### src/hdl/ccbs_pkg.sv
package ccbs_pkg;

  localparam int ELEM_W = 32;
  localparam int CAPACITY_DEF = 64;

endpackage

### src/hdl/ccbs_ram.sv
module ccbs_ram #(
  parameter int WIDTH = 32,
  parameter int DEPTH = 64,
  localparam int AW = (DEPTH > 1) ? $clog2(DEPTH) : 1
) (
  input  logic             clk,
  input  logic             we,
  input  logic [AW-1:0]    waddr,
  input  logic [WIDTH-1:0] wdata,
  input  logic             re,
  input  logic [AW-1:0]    raddr,
  output logic [WIDTH-1:0] rdata
);

  logic [WIDTH-1:0] mem [DEPTH];

  always_ff @(posedge clk) begin
    if (we) begin
      mem[waddr] <= wdata;
    end
    if (re) begin
      rdata <= mem[raddr];
    end
  end

endmodule

### src/hdl/ccbs_sequencer.sv
module ccbs_sequencer #(
  parameter int CAPACITY = ccbs_pkg::CAPACITY_DEF,
  localparam int AW = (CAPACITY > 1) ? $clog2(CAPACITY) : 1,
  localparam int CW = $clog2(CAPACITY + 1)
) (
  input  logic                              clk,
  input  logic                              rst,
  input  logic                              in_valid,
  output logic                              in_stall,
  input  logic signed [ccbs_pkg::ELEM_W-1:0] element_value,
  input  logic                              carries_element,
  input  logic                              end_of_load,
  output logic                              out_valid,
  input  logic                              out_stall,
  output logic signed [ccbs_pkg::ELEM_W-1:0] sorted_value,
  output logic                              is_last,
  output logic                              set_empty,
  output logic                              overflowed,
  output logic                              ram_we,
  output logic [AW-1:0]                     ram_waddr,
  output logic [ccbs_pkg::ELEM_W-1:0]       ram_wdata,
  output logic                              ram_re,
  output logic [AW-1:0]                     ram_raddr,
  input  logic [ccbs_pkg::ELEM_W-1:0]       ram_rdata
);

  typedef enum logic [7:0] {
    S_IDLE       = 8'b0000_0001,
    S_PASS_START = 8'b0000_0010,
    S_LOAD_HOLD  = 8'b0000_0100,
    S_STEP       = 8'b0000_1000,
    S_PASS_END   = 8'b0001_0000,
    S_EMIT_RD    = 8'b0010_0000,
    S_EMIT_WAIT  = 8'b0100_0000,
    S_EMIT_HOLD  = 8'b1000_0000
  } state_t;

  state_t                      state;
  logic [CW-1:0]               count;
  logic                        ovf;
  logic [AW-1:0]               k;
  logic [AW-1:0]               last;
  logic [AW-1:0]               idx;
  logic [ccbs_pkg::ELEM_W-1:0] hold;

  logic          accept;
  logic          has_room;
  logic [CW-1:0] count_next;
  logic          ovf_next;
  logic          swap;

  assign accept   = in_valid && !in_stall;
  assign in_stall = (state != S_IDLE);
  assign has_room = (count < CW'(CAPACITY));

  always_comb begin
    count_next = count;
    ovf_next   = ovf;
    if (carries_element) begin
      if (has_room) begin
        count_next = count + CW'(1);
      end else begin
        ovf_next = 1'b1;
      end
    end
  end

  // carried element stays in hold while it is the larger one
  assign swap = ($signed(hold) > $signed(ram_rdata));

  always_comb begin
    ram_we    = 1'b0;
    ram_waddr = k;
    ram_wdata = hold;
    ram_re    = 1'b0;
    ram_raddr = '0;
    unique case (state)
      S_IDLE: begin
        ram_we    = accept && carries_element && has_room;
        ram_waddr = count[AW-1:0];
        ram_wdata = element_value;
      end
      S_PASS_START: begin
        ram_re = 1'b1;
      end
      S_LOAD_HOLD: begin
        ram_re    = 1'b1;
        ram_raddr = AW'(1);
      end
      S_STEP: begin
        ram_re    = 1'b1;
        ram_raddr = k + AW'(2);
        ram_we    = 1'b1;
        ram_waddr = k;
        ram_wdata = swap ? ram_rdata : hold;
      end
      S_PASS_END: begin
        ram_we    = 1'b1;
        ram_waddr = last;
        ram_wdata = hold;
      end
      S_EMIT_RD: begin
        ram_re    = 1'b1;
        ram_raddr = idx;
      end
      S_EMIT_WAIT, S_EMIT_HOLD: begin
      end
      default: begin
      end
    endcase
  end

  always_ff @(posedge clk) begin
    if (rst) begin
      state     <= S_IDLE;
      count     <= '0;
      ovf       <= 1'b0;
      out_valid <= 1'b0;
    end else begin
      unique case (state)
        S_IDLE: begin
          if (accept) begin
            count <= count_next;
            ovf   <= ovf_next;
            if (end_of_load) begin
              if (count_next == '0) begin
                sorted_value <= '0;
                is_last      <= 1'b1;
                set_empty    <= 1'b1;
                overflowed   <= ovf_next;
                out_valid    <= 1'b1;
                state        <= S_EMIT_HOLD;
              end else if (count_next == CW'(1)) begin
                idx   <= '0;
                state <= S_EMIT_RD;
              end else begin
                last  <= AW'(count_next - CW'(1));
                state <= S_PASS_START;
              end
            end
          end
        end
        S_PASS_START: begin
          state <= S_LOAD_HOLD;
        end
        S_LOAD_HOLD: begin
          hold  <= ram_rdata;
          k     <= '0;
          state <= S_STEP;
        end
        S_STEP: begin
          if (!swap) begin
            hold <= ram_rdata;
          end
          k <= k + AW'(1);
          if (k + AW'(1) == last) begin
            state <= S_PASS_END;
          end
        end
        S_PASS_END: begin
          last <= last - AW'(1);
          if (last == AW'(1)) begin
            idx   <= '0;
            state <= S_EMIT_RD;
          end else begin
            state <= S_PASS_START;
          end
        end
        S_EMIT_RD: begin
          state <= S_EMIT_WAIT;
        end
        S_EMIT_WAIT: begin
          sorted_value <= ram_rdata;
          is_last      <= (CW'(idx) == count - CW'(1));
          set_empty    <= 1'b0;
          overflowed   <= ovf;
          out_valid    <= 1'b1;
          state        <= S_EMIT_HOLD;
        end
        S_EMIT_HOLD: begin
          if (!out_stall) begin
            out_valid <= 1'b0;
            if (is_last) begin
              count <= '0;
              ovf   <= 1'b0;
              state <= S_IDLE;
            end else begin
              idx   <= idx + AW'(1);
              state <= S_EMIT_RD;
            end
          end
        end
        default: begin
          state <= S_IDLE;
        end
      endcase
    end
  end

endmodule

### src/hdl/concat_and_bubble_sort_unit.sv
// load: one input transaction per cycle while idle; stall stays high from the ending transaction on
// sort of n elements: one compare-swap per cycle on the store ram
// emit: per result a ram read, an output register and a handshake, plus output stall
// from end: sort, read, output register; empty set answers in the cycle after the end
// throughput bound by the single read and single write port of the element store
// reset clears count, overflow flag and control; store contents are undefined until written
module concat_and_bubble_sort_unit #(
  parameter int CAPACITY = ccbs_pkg::CAPACITY_DEF
) (
  input  logic                              clk,
  input  logic                              rst,
  input  logic                              in_valid,
  output logic                              in_stall,
  input  logic signed [ccbs_pkg::ELEM_W-1:0] element_value,
  input  logic                              carries_element,
  input  logic                              end_of_load,
  output logic                              out_valid,
  input  logic                              out_stall,
  output logic signed [ccbs_pkg::ELEM_W-1:0] sorted_value,
  output logic                              is_last,
  output logic                              set_empty,
  output logic                              overflowed
);

  localparam int AW = (CAPACITY > 1) ? $clog2(CAPACITY) : 1;

  logic                        ram_we;
  logic [AW-1:0]               ram_waddr;
  logic [ccbs_pkg::ELEM_W-1:0] ram_wdata;
  logic                        ram_re;
  logic [AW-1:0]               ram_raddr;
  logic [ccbs_pkg::ELEM_W-1:0] ram_rdata;

  ccbs_sequencer #(
    .CAPACITY(CAPACITY)
  ) u_seq (
    .clk             (clk),
    .rst             (rst),
    .in_valid        (in_valid),
    .in_stall        (in_stall),
    .element_value   (element_value),
    .carries_element (carries_element),
    .end_of_load     (end_of_load),
    .out_valid       (out_valid),
    .out_stall       (out_stall),
    .sorted_value    (sorted_value),
    .is_last         (is_last),
    .set_empty       (set_empty),
    .overflowed      (overflowed),
    .ram_we          (ram_we),
    .ram_waddr       (ram_waddr),
    .ram_wdata       (ram_wdata),
    .ram_re          (ram_re),
    .ram_raddr       (ram_raddr),
    .ram_rdata       (ram_rdata)
  );

  ccbs_ram #(
    .WIDTH(ccbs_pkg::ELEM_W),
    .DEPTH(CAPACITY)
  ) u_store (
    .clk   (clk),
    .we    (ram_we),
    .waddr (ram_waddr),
    .wdata (ram_wdata),
    .re    (ram_re),
    .raddr (ram_raddr),
    .rdata (ram_rdata)
  );

endmodule

### config.mk
export PLATFORM = sky130hd
export DESIGN_NAME = concat_and_bubble_sort_unit
export DESIGN_NICKNAME = d
export VERILOG_FILES = /design/src/hdl/ccbs_pkg.sv /design/src/hdl/ccbs_ram.sv /design/src/hdl/ccbs_sequencer.sv /design/src/hdl/concat_and_bubble_sort_unit.sv
export SDC_FILE = /design/constraint.sdc
export NUM_CORES = 2
export LEC_CHECK = 0
export ABC_AREA = 1
export BUFFER_PORTS_ARGS = -buffer_cell sky130_fd_sc_hd__buf_2
export CAP_MARGIN = 25
export CORE_MARGIN = 4
export CORE_UTILIZATION = 50
export CTS_CLUSTER_DIAMETER = 200
export CTS_CLUSTER_SIZE = 12
export DETAILED_ROUTE_END_ITERATION = 10
export HOLD_SLACK_MARGIN = 0.12
export MAX_ROUTING_LAYER = met4
export PLACE_DENSITY_LB_ADDON = 0.2
export SLEW_MARGIN = 20
export SYNTH_ARGS = -nofsm -noshare
export SYNTH_HDL_FRONTEND = slang
export SYNTH_SLANG_ARGS = --single-unit
### constraint.sdc
create_clock -name clk -period 4.5 [get_ports clk]
set_input_delay 0.225 -clock clk [delete_from_list [all_inputs] [get_ports clk]]
set_output_delay 0.225 -clock clk [all_outputs]
set_load 0.1 [all_outputs]
==> qor.log <==
qor: outcome.run_status finished, final reports clean
qor: setup_path.count_of_cells_along_the_worst_register_to_register_path 9
qor: final_layout.post-route-cell-area 108200 um2
qor: power.post-layout-total-power 51.04 mW
qor: routing.drc 0
qor: logic_synthesis.synth_cells 9356
qor: setup_path.critical_path.top_delay_family simple AND/OR/NAND/NOR gates
qor: setup_path.critical_path.max_stage_delay 900 ps
qor: die.initial_core_util 0.5025
qor: routing.drt_wl_total 284100 um
qor: routing.avgRoutedWirePerCell 23.83 um
qor: die.coreArea 195000 um2
qor: clocking.cts_hold_buffers 11
qor: timing.finalSetupViolations 0
qor: logic_synthesis.postSynthRegisterBits 2182
qor: timing.totalNegativeSetupSlack 0 ps
qor: timing.timing.hold.ws 291.8 ps
qor: clocking.cts-root-buf sky130_fd_sc_hd__clkbuf_16
qor: clocking.cts_sinks 2182
qor: setup_path.critPathBufInv 2
qor: logic_synthesis.post-synth-top-area-fraction 0.6634
qor: logic_synthesis.synthTopCellsByArea sky130_fd_sc_hd__edfxtp_1 66%, sky130_fd_sc_hd__nand3_1 8.8%, sky130_fd_sc_hd__inv_1 7.1%
qor: die.std_cell_rows 162
qor: clocking.htreeDepth 4
qor: setup_path.critPathMaxFanout 32
qor: die.dieArea 203100 um2
qor: setup_path.critical_path_cell_by_cell inv_2, nand2_1, nor2_4, nand2_1, nand2_2, o21ai_0, nand2_1, nor2_4, buf_4
qor: timing.rsz0062_at_grt false
qor: routing.drt-pass1-iter-count 6
qor: clocking.num_cts_buffers 199
qor: routing.post_drt_via_cell_ratio 5.847
qor: logic_synthesis.synth_area 97990 um2
qor: logic_synthesis.netlist.top_cell.by_area sky130_fd_sc_hd__edfxtp_1
qor: clocking.cts_tree built
qor: setup_path.end_kind flip-flop
qor: timing.max_slew.worst_pin.slew 1136 ps
qor: routing.detailroute.via_count 69720
qor: clocking.clk_latency 870 ps
qor: power.cellPowerDensity 471.8 nW/um2
qor: placed_design.placed_instances 11680
qor: timing.finClkSkew 32.77 ps
qor: logic_synthesis.yosys_most_used_dff sky130_fd_sc_hd__edfxtp_1
qor: grt.overflow 0
qor: grt.grt_start_max_net_pins 159
qor: clocking.clk_transition_reported_paths 70 ps
qor: grt.grt_pass1_wl 420000 um
qor: setup_path.arrival_time_at_the_worst_endpoint 4400 ps
qor: placed_design.placement.cell_area 102700 um2
qor: die.die_width 450.7 um
qor: setup_path.worstSetupPathType flip-flop to flip-flop
qor: logic_synthesis.syn-mean-instance-area 10.47 um2
qor: die.die_extent_in_y 450.7 um
qor: power.cellLeakagePower 42.83 nW
qor: timing.max_slew_margin 0.2347
qor: logic_synthesis.yosysUniqueCellTypes 39
qor: hold_path.min_path_type input pin to flip-flop
qor: power.max-vdd-ir-drop 0.4419 mV
qor: logic_synthesis.synth_commonest_cells 2165 x sky130_fd_sc_hd__edfxtp_1, 1857 x sky130_fd_sc_hd__inv_1, 1725 x sky130_fd_sc_hd__nand3_1
qor: setup_path.critPathRequiredTime 4980 ps
qor: logic_synthesis.synthMostInstantiatedCell sky130_fd_sc_hd__edfxtp_1
qor: placed_design.post-place-ws 784.3 ps
qor: job.max_cap_viol_count 0
qor: hold_path.holdPathStages 6
qor: logic_synthesis.synth_async_sr_flop_share 0
qor: clocking.clock_path_buffers 3
qor: final_layout.fin_cells 11920
qor: clocking.post_cts_buffers 0
qor: die.ioPinCount 75
qor: logic_synthesis.postSynthNetCount 9436
qor: grt.globalRouteTotalUtil 0.2811
qor: setup_path.crit_path_top_cell_by_count sky130_fd_sc_hd__nand2_1
qor: logic_synthesis.seq_area_frac_synth 0.6669
qor: placed_design.hpwlAfterDp 149100 um
qor: placed_design.port_buffers 74
qor: final_layout.drive_gt1_frac 0.07197
qor: routing.ant_nets 0
qor: routing.drt_iter0_markers 8641
qor: final_layout.final_core_util 0.5549
qor: timing.max_fclk 254.9 MHz
qor: logic_synthesis.synth_enable_flop_cells 2165
qor: timing.final-hold-violation-count 0
qor: final_layout.syn2layout_area_growth 10.41%
qor: setup_path.critical_path.startpoint_type flip-flop
qor: setup_path.worstSetupPathDepth 9
qor: clocking.post_cts_sizing_count 0
qor: placed_design.gpl.final_weighted_congestion 0.9130
qor: grt.grt_antenna_before_repair 6
qor: timing.layout_min_cycle_time 3923 ps
qor: logic_synthesis.yosys_synthesis_warning_count 0
qor: timing.post-route-period-util 0.8718
qor: final_layout.layout.nets 9344
qor: timing.timing.final.max_slew_violations 0
qor: timing.finalWorstSetupSlack 576.9 ps
qor: setup_path.worst_path_max_delay_cell sky130_fd_sc_hd__o21ai_0
qor: grt.first_global_vias 64550
flip-flops by register name, indices dropped and copies added (netlist names):
| signal | count |
|---|---|
| u_seq.set_empty | 1 |
| u_seq.is_last | 1 |
| u_seq.k | 6 |
| u_store.rdata | 32 |
| u_seq.idx | 6 |
| u_seq.count | 7 |
| u_seq.last | 6 |
| u_seq.hold | 32 |
| u_seq.overflowed | 1 |
| u_seq.out_valid | 1 |
| u_seq.ovf | 1 |
| u_store.mem | 2048 |
| u_seq.state | 8 |
| u_seq.sorted_value | 32 |
worst reg2reg max path, stage by stage (launching register included):
cell and delay (ps):
sky130_fd_sc_hd__dfxtp_1 350, sky130_fd_sc_hd__inv_2 40, sky130_fd_sc_hd__nand2_1 150, sky130_fd_sc_hd__nor2_4 100, sky130_fd_sc_hd__nand2_1 130, sky130_fd_sc_hd__nand2_2 130
sky130_fd_sc_hd__o21ai_0 900, sky130_fd_sc_hd__nand2_1 810, sky130_fd_sc_hd__nor2_4 270, sky130_fd_sc_hd__buf_4 580
layout by cell type, fill, tap and decap left out, types with 17 or more instances in the layout:
cell,netlist,routed
sky130_fd_sc_hd__dfxtp_1,17,17
sky130_fd_sc_hd__nand2_1,1515,1482
sky130_fd_sc_hd__o21ai_0,305,305
sky130_fd_sc_hd__buf_4,34,155
sky130_fd_sc_hd__nand2_2,2,34
sky130_fd_sc_hd__buf_2,157,74
sky130_fd_sc_hd__o211ai_1,67,67
sky130_fd_sc_hd__clkbuf_1,363,18
sky130_fd_sc_hd__a21oi_1,38,37
sky130_fd_sc_hd__nand3_1,1725,1723
sky130_fd_sc_hd__nand4_1,762,762
sky130_fd_sc_hd__inv_1,1857,1855
sky130_fd_sc_hd__edfxtp_1,2165,2165
sky130_fd_sc_hd__ha_1,42,42
sky130_fd_sc_hd__nor2_1,146,87
sky130_fd_sc_hd__buf_12,0,97
sky130_fd_sc_hd__clkbuf_16,0,199
sky130_fd_sc_hd__nor2_4,2,61
cell families after synthesis:
logic type,share of synthesized area
AO/OA/AOI/OAI,0.02459
XOR/XNOR,0.001698
adder cells (fa/ha/maj),0.005363
buffers and inverters,0.09915
flip-flops,0.6669
AND/OR/NAND/NOR,0.2023
final timing paths:
| check | startpoint | endpoint | slack (ps) |
|---|---|---|---|
| setup / recovery | u_seq.state[6]$_SDFFE_PP0P_ | u_store.mem[3][17]$_DFFE_PP_ | 580 |
| hold / removal | element_value[21] | u_store.mem[43][21]$_DFFE_PP_ | 290 |
| setup reg to reg | u_seq.state[6]$_SDFFE_PP0P_ | u_store.mem[3][17]$_DFFE_PP_ | 580 |
| hold reg to reg | u_store.rdata[15]$_DFFE_PP_ | u_seq.hold[15]$_DFFE_PP_ | 450 |
power by group:
part | internal [mW] | switching, mW
clock | 7.91 | 7.23
combinational | 1.39 | 7.24
sequential | 27.1 | 0.159
total | 36.4 | 14.6
cell type report:
class,count,area [um2]
Antenna cell,3,7.507
Clock buffer,217,5047
Clock inverter,16,315.3
Fill cell,16280,86800
Inverter,1870,7039
Multi-Input combinational cell,4674,23570
Sequential cell,2182,65350
Tap cell,2624,3283
Timing Repair Buffer,337,3586
routing by layer:
| layer | GRT usage | vias to the layer above | wire [um] |
|---|---|---|---|
| li1 | - | 31570 | - |
| met1 | 0.3801 | 33730 | 114500 |
| met2 | 0.4370 | 3810 | 132800 |
| met3 | 0.04903 | 603 | 27890 |
| met4 | 0.08890 | 0 | 8934 |
| met5 | - | - | 0 |
No activity file was read; power rests on OpenSTA's default activity.
